`config.mk`:
```
export PLATFORM = sky130hd
export DESIGN_NAME = awrs_csr
export DESIGN_NICKNAME = d
export VERILOG_FILES = /design/src/hw/rtl/awrs_pkg.sv /design/src/hw/rtl/awrs_csr.sv
export SDC_FILE = /design/constraint.sdc
export NUM_CORES = 1
export LEC_CHECK = 0
export BUFFER_PORTS_ARGS = -buffer_cell sky130_fd_sc_hd__buf_2
export CAP_MARGIN = 10
export CORE_ASPECT_RATIO = 1.4
export CORE_MARGIN = 4
export CORE_UTILIZATION = 50
export CTS_CLUSTER_DIAMETER = 30
export DETAILED_ROUTE_END_ITERATION = 6
export GPL_ROUTABILITY_DRIVEN = 0
export PLACE_DENSITY = 0.79
export SYNTH_ARGS = -nofsm -noshare
export SYNTH_HDL_FRONTEND = slang
export SYNTH_SLANG_ARGS = --single-unit
```
`constraint.sdc`:
```
create_clock -name clock -period 2.24 [get_ports clock]
set_input_delay 0.448 -clock clock [delete_from_list [all_inputs] [get_ports clock]]
set_output_delay 0.448 -clock clock [all_outputs]
set_load 0.01 [all_outputs]
```
`src/hw/rtl/awrs_pkg.sv`:
```
// ============================================================================
// awrs_pkg
// Shared types and codes for the area-weighted rectangle splat block.
// ============================================================================
package awrs_pkg;

   localparam logic [1:0] FUNC_CLEAR   = 2'd0;
   localparam logic [1:0] FUNC_DEPOSIT = 2'd1;
   localparam logic [1:0] FUNC_READ    = 2'd2;
   localparam logic [1:0] FUNC_UNUSED  = 2'd3;

   localparam logic [2:0] REG_WINDOW_X_MIN = 3'd0;
   localparam logic [2:0] REG_WINDOW_Y_MIN = 3'd1;
   localparam logic [2:0] REG_PIXEL_WIDTH  = 3'd2;
   localparam logic [2:0] REG_PIXEL_HEIGHT = 3'd3;
   localparam logic [2:0] REG_RECIP_WIDTH  = 3'd4;
   localparam logic [2:0] REG_RECIP_HEIGHT = 3'd5;
   localparam logic [2:0] REG_GRID_ROWS    = 3'd6;
   localparam logic [2:0] REG_GRID_COLS    = 3'd7;

   localparam int CSR_AW = 5;

   typedef struct packed {
      logic [1:0]         func;
      logic signed [31:0] center_x;
      logic signed [31:0] center_y;
      logic [30:0]        half_width;
      logic [30:0]        half_height;
      logic signed [31:0] cell_value;
      logic [15:0]        pixel_index;
   } req_type;

   typedef struct packed {
      logic signed [47:0] pixel_sum;
      logic               index_out_of_range;
   } rsp_type;

   typedef struct packed {
      logic [31:0] window_x_min;
      logic [31:0] window_y_min;
      logic [30:0] pixel_width;
      logic [30:0] pixel_height;
      logic [30:0] recip_pixel_width;
      logic [30:0] recip_pixel_height;
      logic [8:0]  grid_rows;
      logic [8:0]  grid_cols;
   } cfg_type;

   typedef enum logic [3:0] {
      ST_CLEAR,
      ST_IDLE,
      ST_EXTENT,
      ST_BOUNDS,
      ST_COORD_MUL,
      ST_COORD_SAVE,
      ST_ROW_POS,
      ST_ROW_OV,
      ST_ROW_FRAC,
      ST_COL_POS,
      ST_COL_OV,
      ST_COL_FRAC,
      ST_COL_AREA,
      ST_COL_PROD,
      ST_COL_WRITE,
      ST_RD_OUT
   } state_type;

endpackage

```
`src/hw/rtl/awrs_csr.sv`:
```
// ============================================================================
// awrs_csr
// Configuration register file behind a simple APB-style port.
// ============================================================================
module awrs_csr
   import awrs_pkg::*;
(
   input  logic              clock,
   input  logic              reset,
   input  logic              psel,
   input  logic              penable,
   input  logic              pwrite,
   input  logic [CSR_AW-1:0] paddr,
   input  logic [31:0]       pwdata,
   output logic [31:0]       prdata,
   output cfg_type           cfg
);

   cfg_type    cfg_ff;
   logic       wr_en;
   logic [2:0] reg_sel;

   assign wr_en   = psel & penable & pwrite;
   assign reg_sel = paddr[4:2];
   assign cfg     = cfg_ff;

   always_ff @(posedge clock) begin
      if (reset) begin
         cfg_ff.window_x_min       <= 32'd0;
         cfg_ff.window_y_min       <= 32'd0;
         cfg_ff.pixel_width        <= 31'd65536;
         cfg_ff.pixel_height       <= 31'd65536;
         cfg_ff.recip_pixel_width  <= 31'd65536;
         cfg_ff.recip_pixel_height <= 31'd65536;
         cfg_ff.grid_rows          <= 9'd256;
         cfg_ff.grid_cols          <= 9'd256;
      end else if (wr_en) begin
         case (reg_sel)
            REG_WINDOW_X_MIN: cfg_ff.window_x_min       <= pwdata;
            REG_WINDOW_Y_MIN: cfg_ff.window_y_min       <= pwdata;
            REG_PIXEL_WIDTH:  cfg_ff.pixel_width        <= pwdata[30:0];
            REG_PIXEL_HEIGHT: cfg_ff.pixel_height       <= pwdata[30:0];
            REG_RECIP_WIDTH:  cfg_ff.recip_pixel_width  <= pwdata[30:0];
            REG_RECIP_HEIGHT: cfg_ff.recip_pixel_height <= pwdata[30:0];
            REG_GRID_ROWS:    cfg_ff.grid_rows          <= pwdata[8:0];
            REG_GRID_COLS:    cfg_ff.grid_cols          <= pwdata[8:0];
            default: ;
         endcase
      end
   end

   always_comb begin
      case (reg_sel)
         REG_WINDOW_X_MIN: prdata = cfg_ff.window_x_min;
         REG_WINDOW_Y_MIN: prdata = cfg_ff.window_y_min;
         REG_PIXEL_WIDTH:  prdata = {1'b0, cfg_ff.pixel_width};
         REG_PIXEL_HEIGHT: prdata = {1'b0, cfg_ff.pixel_height};
         REG_RECIP_WIDTH:  prdata = {1'b0, cfg_ff.recip_pixel_width};
         REG_RECIP_HEIGHT: prdata = {1'b0, cfg_ff.recip_pixel_height};
         REG_GRID_ROWS:    prdata = {23'd0, cfg_ff.grid_rows};
         REG_GRID_COLS:    prdata = {23'd0, cfg_ff.grid_cols};
         default:          prdata = 32'd0;
      endcase
   end

endmodule

```
==> results.yml, run 1 <==
finish:
  finalNonFillerCells: 1736
  post-route-util: 0.696
  fin_nets: 1519
  n_fill_cell: 1476
  syn2layout_area_growth_pct: 36.4
  final_common_cell: "nand2_1"
  largest_reg_flops: 206
  final_cell_mix: "nand2_1, buf_2, a21oi_1"
  diodes: 0
  layout-drive-gt1-share: 0.293
worst_setup_path:
  end_kind: "output pin"
  crit_required_ns: 1.79
  arrival_ns: 1.82
  r2r_slack_ns: 1.42
  path_class: "reg -> out"
  start_kind: "register"
  r2r-end: "cfg[3]$_SDFFE_PP0P_"
  rr_worst_depth: 2
  cp_max_fo: 3
  r2r_start: "cfg[3]$_SDFFE_PP0P_"
die:
  die_x_um: 121
  initial_core_util: 0.510
  dieArea_sq_um: 20000
  die_y_um: 166
  core-area_sq_um: 17400
  fp-row-count: 57
  io_pins: 280
clocking:
  clockRootBuffer: "clkbuf_16"
  clkTransAtPathRegs_ns: 0.06
  cts_tree: "built"
  clk_latency_ns: 0.53
  clockBufferDepth: 3
  cts_buffers: 31
  htree_levels: 1
  cts.sinks: 206
  ctsHoldBuffers: 0
run:
  drv_cap: 0
sta:
  max_clock_freq_mhz: 440
  clock_skew_ns: 0
  rsz0062_at_grt: "yes"
  layout_min_cycle_time_ns: 2.27
  slew_viol_final: 0
  hold_viol: 0
  setup_slack_ns: -0.0315
  setup_viol: 2
  relSlewSlack: 0.650
  fin_hold_ws_ns: 0.173
  finalCritPeriodShare: 1.01
  worst_slew_pin_slew_ns: 0.525
global_routing:
  grt_use_total: 0.337
  grt_antenna_before_repair: 1
  grt_start_max_net_pins: 59
  grt_pass1_vias: 9832
  grt_first_pass_wirelength_mm: 53.7
  grt.overflow.total: 0
pwr:
  ir_drop_mv: 0.679
  clockPowerShare: 0.518
  seq_power_share: 0.403
  powerDensity_nw_per_um2: 761
  pwr-share-comb: 0.079
  p_leak_uw: 0.00519
  intPower_uw: 6910
  power_uw: 9210
  swShare: 0.250
  p_sw_uw: 2300
detailed_routing:
  antenna_left: 0
  routed_wl_mm: 35.3
  drc: 0
  routedWlPerCell_um: 20.3
  first_iter_violations: 1008
  avgViaCountPerCell: 5.81
  drt_pass1_iterations: 5
  vias: 10100
synthesis:
  synth-async-reset-ratio: 0
  synth_edf_count: 0
  synth_area_sq_um: 8870
  synth_compound_area_frac: 0.214
  seq_area_frac_synth: 0.465
  synth_cells: 1190
  synthXorXnorAreaFrac: 0
  syn_area_per_cell_sq_um: 7.46
  ys.flop_type: "dfxtp_1"
  synthSimpleGateAreaFrac: 0.229
  synth_top_family_by_area: "simple AND/OR/NAND/NOR gates"
  synth_nets: 1232
  synth_mux_area_frac: 0.0378
  synthAdderAreaFrac: 0
  yosysUniqueCellTypes: 37
  yosys_warnings: 0
  ys_ff_latch: 206
worst_hold_path:
  min_from: "pwdata[31]"
  hold_path_class: "in -> reg"
  hold_path_depth: 3
  worstHoldEndpoint: "cfg[205]$_SDFFE_PP0P_"
outcome:
  violations: "negative setup slack"
  status: "complete, but fails checks"
placement:
  dpl_worst_slack_ns: -0.360
  place_hpwl_mm: 23.2
  portBuffers: 277
  placedCellCount: 1667
[routing by layer]
metal | global-route usage | share of wire
met1 | 0.391 | 0.35
met2 | 0.569 | 0.48
met3 | 0.0587 | 0.10
met4 | 0.210 | 0.067
met5 | 0 | 0.00040
[stage by stage]
| step | area, sq um | TNS [ns] |
|---|---|---|
| CTS | 12000 | -0.0264 |
| detailed placement | 10800 | -8.68 |
| floorplan | 8870 | 0 |
| global placement | 10800 | -4.87 |
| global route | 12100 | -0.111 |
| finish | 12100 | -0.0339 |
[cell usage after synthesis (6+ instances only)]
library cell / n / share of area
a21oi_1: 218 / 0.12
a221oi_1: 10 / 0.0099
a222oi_1: 9 / 0.010
a22o_1: 9 / 0.0089
buf_2: 48 / 0.027
clkbuf_1: 51 / 0.022
dfxtp_1: 206 / 0.46
mux2i_1: 29 / 0.033
nand2_1: 411 / 0.17
nand3b_1: 7 / 0.0059
nor2_1: 60 / 0.025
nor2b_1: 15 / 0.011
o21ai_0: 40 / 0.023
o21bai_1: 6 / 0.0051
o22ai_1: 12 / 0.0085
o2bb2ai_1: 13 / 0.013
[logic make-up (layout without fill, tap and decap cells)]
logic type             Yosys count  after routing
buffers and inverters          110            420
DFF                            206            206
muxes                           33             33
AOI/OAI and AO/OA              331            331
and+or+nand+nor                510            510
[worst max-delay path, stage by stage, from the launching register on]
cell     delay (ns)
dfxtp_1        0.32
mux2_2         0.26
a221o_1        0.34
nand2_1        0.08
a31oi_1        0.12
buf_2          0.17
[worst max-delay path by stage]
stage	start	endpoint	slack, ns	cells after the start
6_report	cfg[4]$_SDFFE_PP0P_	prdata[4]	-0.03	5
5_1_grt	cfg[13]$_SDFFE_PP0P_	prdata[4]	-0.06	5
4_1_cts	cfg[4]$_SDFFE_PP0P_	prdata[4]	-0.02	5
3_5_place_dp	paddr[3]	prdata[0]	-0.36	6
3_3_place_gp	paddr[4]	prdata[0]	-0.32	6
2_1_floorplan	paddr[3]	prdata[14]	0.29	5
[final cells by class]
class | instances | area (sq um) | share of cell area
clock buffers | 32 | 790 | 0.0652
repair buffers | 358 | 2270 | 0.187
clock inverters | 24 | 249 | 0.0206
well taps | 236 | 295 | 0.0244
inverters | 6 | 26.3 | 0.00217
flip-flops and latches | 206 | 4130 | 0.341
multi-input cells | 874 | 4350 | 0.360
[what timing repair did]
item | in CTS | in global routing
gates resized for setup | 18 | 8
cloned | 3 | 2
setup endpoints to repair | 29 | 21
setup buffers | 3 | 7
pin swaps | 7 | 3
[power by group through the flow]
stage          Clock (uW)  Combinational (uW)  Sequential (uW)
6_report             4770                 726             3720
5_1_grt              4980                 763             3720
4_1_cts              4770                 685             3720
3_5_place_dp            0                 642             3790
3_3_place_gp            0                 637             3790
2_1_floorplan           0                 324             3800
(Power assumes the default switching activity.)
==> run 2: changes to the inputs <==
==> constraint.sdc (replaced) <==
create_clock -name clock -period 2.1 [get_ports clock]
set_input_delay 0.42 -clock clock [delete_from_list [all_inputs] [get_ports clock]]
set_output_delay 0.42 -clock clock [all_outputs]
set_load 0.01 [all_outputs]
==> results.yml, run 2 (synthesis results as in run 1) <==
detailed_routing:
  routedWlPerCell_um: 21.5
  antenna_left: 0
  vias: 10400
  route.met3.wl_mm: 3.58
  wl_met2_mm: 18.4
  first_iter_violations: 1234
  drt_pass1_iterations: 6
  topRoutingLayerUsed: "met5"
  routed_wl_mm: 37.6
  met1_length_mm: 12.9
  avgViaCountPerCell: 5.93
  drc: 0
worst_setup_path:
  end_kind: "output pin"
  path_cells: "mux2_2 -> a221o_1 -> nand2_2 -> a31oi_4 -> buf_6"
  startpoint: "cfg[13]$_SDFFE_PP0P_"
  arrival_ns: 1.79
  cp_max_fo: 3
  cpMaxStageDelayCell: "a221o_1"
  rr_worst_depth: 2
  r2r_start: "cfg[25]$_SDFFE_PP0P_"
  start_kind: "register"
  crit_required_ns: 1.68
  r2r-end: "cfg[25]$_SDFFE_PP0P_"
  endpoint: "prdata[4]"
  path_class: "reg -> out"
  max_stage_delay_ns: 0.37
  r2r_slack_ns: 1.16
die:
  die_x_um: 121
  dieArea_sq_um: 20000
  initial_core_util: 0.510
  io_pins: 280
  fp-row-count: 57
  die_y_um: 166
  core-area_sq_um: 17400
worst_hold_path:
  hold_path_depth: 3
  hold_path_class: "in -> reg"
clocking:
  cts.sinks: 206
  htree_levels: 2
  ctsHoldBuffers: 0
  clkTransAtPathRegs_ns: 0.05
  clockBufferDepth: 3
  clockRootBuffer: "clkbuf_16"
  cts_tree: "built"
  cts_buffers: 34
  clk_latency_ns: 0.48
sta:
  max_clock_freq_mhz: 452
  slew_viol_final: 0
  setup_viol: 4
  rsz0062_at_grt: "yes"
  setup_slack_ns: -0.111
  hold_viol: 0
  layout_min_cycle_time_ns: 2.21
  worst_slew_pin_slew_ns: 0.583
  clock_skew_ns: 0
  finalCritPeriodShare: 1.05
  finalSetupTns_ns: -0.191
  relSlewSlack: 0.611
pwr:
  intPower_uw: 8090
  powerDensity_nw_per_um2: 840
  clockPowerShare: 0.549
  ir_drop_mv: 0.673
  p_sw_uw: 2600
  swShare: 0.243
  seq_power_share: 0.371
  p_leak_uw: 0.00542
  pwr-share-comb: 0.080
  power_uw: 10700
finish:
  largest_reg_flops: 206
  layout-drive-gt1-share: 0.312
  diodes: 0
  final_area_sq_um: 12700
  final_cell_mix: "nand2_1, buf_2, a21oi_1"
  syn2layout_area_growth_pct: 43.5
  fin_nets: 1529
  final_common_cell: "nand2_1"
  n_fill_cell: 1360
placement:
  portBuffers: 277
  place_hpwl_mm: 23.3
  placed_cell_area_sq_um: 10900
outcome:
  status: "complete, but fails checks"
  violations: "negative setup slack"
global_routing:
  grt_first_pass_wirelength_mm: 55.7
  grt_use_total: 0.350
  grt.overflow.total: 0
  grt_antenna_before_repair: 1
  grt_start_max_net_pins: 66
  grt_pass1_vias: 10200
run:
  drv_cap: 0
[run 2: cell types whose count changed in the layout (fill, tap and decap cells not counted), sizes merged]
| cell | before | now |
|---|---|---|
| buf | 353 | 357 |
| clkinvlp | 5 | 4 |
| clkbuf | 34 | 46 |
| clkinv | 10 | 5 |
| bufinv | 3 | 4 |
[run 2: power by group through the flow]
stage | Sequential [uW] | Combinational [uW] | Clock [uW]
after floorplan | 4060 | 346 | 0
after global placement | 4050 | 695 | 0
after detailed placement | 4050 | 701 | 0
after CTS | 3970 | 774 | 5860
after global routing | 3970 | 895 | 6090
final | 3970 | 857 | 5870
[run 2: timing repair]
action | CTS | global route
cloned | 3 | 5
pin swaps | 16 | 21
buffers inserted | 8 | 2
setup endpoints to repair | 25 | 26
gates resized for setup | 31 | 33
[run 2: worst min path at each step]
stage / end / from / slack (ns)
2_1_floorplan: cfg[28]$_SDFFE_PP0P_ / cfg[28]$_SDFFE_PP0P_ / 0.49
3_3_place_gp: cfg[50]$_SDFFE_PP0P_ / cfg[50]$_SDFFE_PP0P_ / 0.45
3_5_place_dp: cfg[185]$_SDFFE_PP0P_ / cfg[185]$_SDFFE_PP0P_ / 0.46
4_1_cts: cfg[173]$_SDFFE_PP0P_ / pwdata[31] / 0.18
5_1_grt: cfg[173]$_SDFFE_PP0P_ / pwdata[31] / 0.19
6_report: cfg[173]$_SDFFE_PP0P_ / pwdata[31] / 0.19
[run 2: layout make-up]
cell class,instances,area (sq um),share of cell area
sequential,206,4130,0.324
clock inverter,19,248,0.0195
multi-input combinational,874,4500,0.354
clock buffer,41,961,0.0755
inverter,6,28.8,0.00226
tap,236,295,0.0232
timing repair buffer,365,2570,0.202
[run 2: layer usage]
layer,GRT usage,vias up
li1,-,4601
met1,0.395,4850
met2,0.595,715
met3,0.0621,188
met4,0.236,2
met5,0,-
[run 2: worst max-delay path: cells and delay by family (launching register included)]
| family | cells | cell delay (ns) |
|---|---|---|
| DFF | 1 | 0.32 |
| AOI/OAI and AO/OA | 2 | 0.47 |
| and+or+nand+nor | 1 | 0.10 |
| buffers and inverters | 1 | 0.15 |
| muxes | 1 | 0.26 |
[run 2: metrics by stage]
step | util | worst slack (ns) | std cells | hold WS, ns
floorplan | - | 0.201 | 1190 | 0.489
finish | 0.732 | -0.111 | 1747 | 0.192
global route | 0.732 | -0.148 | 1747 | 0.189
detailed placement | 0.627 | -0.461 | 1669 | 0.458
CTS | 0.714 | -0.0847 | 1740 | 0.184
global placement | 0.627 | -0.422 | 1669 | 0.452
==> run 3: changes to the inputs <==
--- a/config.mk
+++ b/config.mk
@@ -5,14 +5,15 @@
 export SDC_FILE = /design/constraint.sdc
 export NUM_CORES = 1
 export LEC_CHECK = 0
+export ABC_AREA = 0
 export BUFFER_PORTS_ARGS = -buffer_cell sky130_fd_sc_hd__buf_2
 export CAP_MARGIN = 10
 export CORE_ASPECT_RATIO = 1.4
-export CORE_MARGIN = 4
 export CORE_UTILIZATION = 50
 export CTS_CLUSTER_DIAMETER = 30
 export DETAILED_ROUTE_END_ITERATION = 6
 export GPL_ROUTABILITY_DRIVEN = 0
+export HOLD_SLACK_MARGIN = 0.12
 export PLACE_DENSITY = 0.79
 export SYNTH_ARGS = -nofsm -noshare
 export SYNTH_HDL_FRONTEND = slang
==> results.yml, run 3 (synthesis results as in run 1) <==
outcome:
  status: "complete, but fails checks"
  violations: "negative setup slack"
worst_setup_path:
  crit_required_ns: 1.68
  r2r_start: "cfg[37]$_SDFFE_PP0P_"
  path_class: "reg -> out"
  rr_worst_depth: 2
  start_kind: "register"
  cp_max_fo: 2
  arrival_ns: 1.71
  end_kind: "output pin"
  r2r-end: "cfg[37]$_SDFFE_PP0P_"
  r2r_slack_ns: 1.36
global_routing:
  grt_first_pass_wirelength_mm: 50.8
  grt_start_max_net_pins: 51
  grt_antenna_before_repair: 1
  grt_use_total: 0.358
  grt.overflow.total: 0
  grt_pass1_vias: 9471
detailed_routing:
  routedWlPerCell_um: 19.8
  antenna_left: 0
  drc: 0
  vias: 10200
  drt_pass1_iterations: 6
  first_iter_violations: 1020
  routed_wl_mm: 34.4
  avgViaCountPerCell: 5.85
finish:
  fin_nets: 1523
  final_common_cell: "nand2_1"
  layout-drive-gt1-share: 0.302
  final_area_sq_um: 12400
  largest_reg_flops: 206
  finalNonFillerCells: 1739
  syn2layout_area_growth_pct: 39.2
  n_fill_cell: 1358
  final_cell_mix: "nand2_1, buf_2, a21oi_1"
  post-route-util: 0.713
sta:
  max_clock_freq_mhz: 469
  setup_viol: 2
  finalCritPeriodShare: 1.02
  layout_min_cycle_time_ns: 2.13
  setup_slack_ns: -0.0325
  worst_slew_pin_slew_ns: 0.449
  fin_hold_ws_ns: 0.196
  hold_viol: 0
  clock_skew_ns: 0
  slew_viol_final: 0
  rsz0062_at_grt: "yes"
  relSlewSlack: 0.701
clocking:
  cts_tree: "built"
  htree_levels: 2
  cts.sinks: 206
  clk_latency_ns: 0.49
  ctsHoldBuffers: 0
  clockRootBuffer: "clkbuf_16"
  clockBufferDepth: 3
  clkTransAtPathRegs_ns: 0.05
  cts_buffers: 36
die:
  initial_core_util: 0.512
  core-area_sq_um: 17300
  io_pins: 280
  fp-row-count: 57
  dieArea_sq_um: 18300
  die_y_um: 160
  die_x_um: 115
worst_hold_path:
  hold_path_class: "in -> reg"
  min_from: "pwdata[31]"
  hold_path_depth: 3
  worstHoldEndpoint: "cfg[173]$_SDFFE_PP0P_"
placement:
  place_hpwl_mm: 22.4
  placedCellCount: 1675
  placed_cell_area_sq_um: 10900
  portBuffers: 277
run:
  drv_cap: 0
pwr:
  powerDensity_nw_per_um2: 879
  power_uw: 10900
  p_leak_uw: 0.00529
  ir_drop_mv: 0.745
-- run 3: cell type report --
cell class | count | area, sq um | share of cell area
antenna | 1 | 2.50 | 0.000203
clock buffer | 43 | 998 | 0.0808
clock inverter | 16 | 262 | 0.0212
inverter | 6 | 23.8 | 0.00192
multi-input combinational | 874 | 4410 | 0.357
sequential | 206 | 4130 | 0.335
tap | 236 | 295 | 0.0239
timing repair buffer | 357 | 2230 | 0.180
-- run 3: critical path, cell delays in order, from the launching register on --
cell and delay, ns:
dfxtp_2 0.32, mux2_4 0.27, a221o_1 0.34, nand2_1 0.06, a31oi_1 0.07, buf_2 0.16
-- run 3: routing by layer --
| metal | wire (um) | GRT usage | vias to the layer above |
|---|---|---|---|
| met5 | 0 | 0 | - |
| met1 | 12300 | 0.413 | 4748 |
| li1 | - | - | 4585 |
| met3 | 3200 | 0.0596 | 157 |
| met4 | 2310 | 0.251 | 0 |
| met2 | 16600 | 0.597 | 677 |
-- run 3: stage by stage --
stage | worst slack (ns) | setup TNS (ns)
after global routing | -0.102 | -0.222
after floorplan | 0.201 | 0
final | -0.0325 | -0.0337
after CTS | -0.0276 | -0.0421
after detailed placement | -0.250 | -8.40
after global placement | -0.222 | -5.13
-- run 3: timing repair --
action / 4_1_cts / 5_1_grt
pin swaps: 2 / 10
setup endpoints to repair: 29 / 20
buffers inserted: 0 / 2
gates resized for setup: 10 / 28
gates cloned: 0 / 3
-- run 3: power breakdown --
group          internal, uW  switching (uW)
clock                  4210            1920
combinational           277             479
sequential             3950            24.2
total                  8430            2420
-- run 3: worst max path at each step --
stage	from	endpoint	slack (ns)	cells after the start
floorplan	paddr[3]	prdata[14]	0.20	5
global placement	paddr[4]	prdata[4]	-0.22	7
detailed placement	paddr[4]	prdata[4]	-0.25	7
CTS	cfg[4]$_SDFFE_PP0P_	prdata[4]	-0.03	5
global route	cfg[13]$_SDFFE_PP0P_	prdata[4]	-0.10	5
finish	cfg[13]$_SDFFE_PP0P_	prdata[4]	-0.03	5
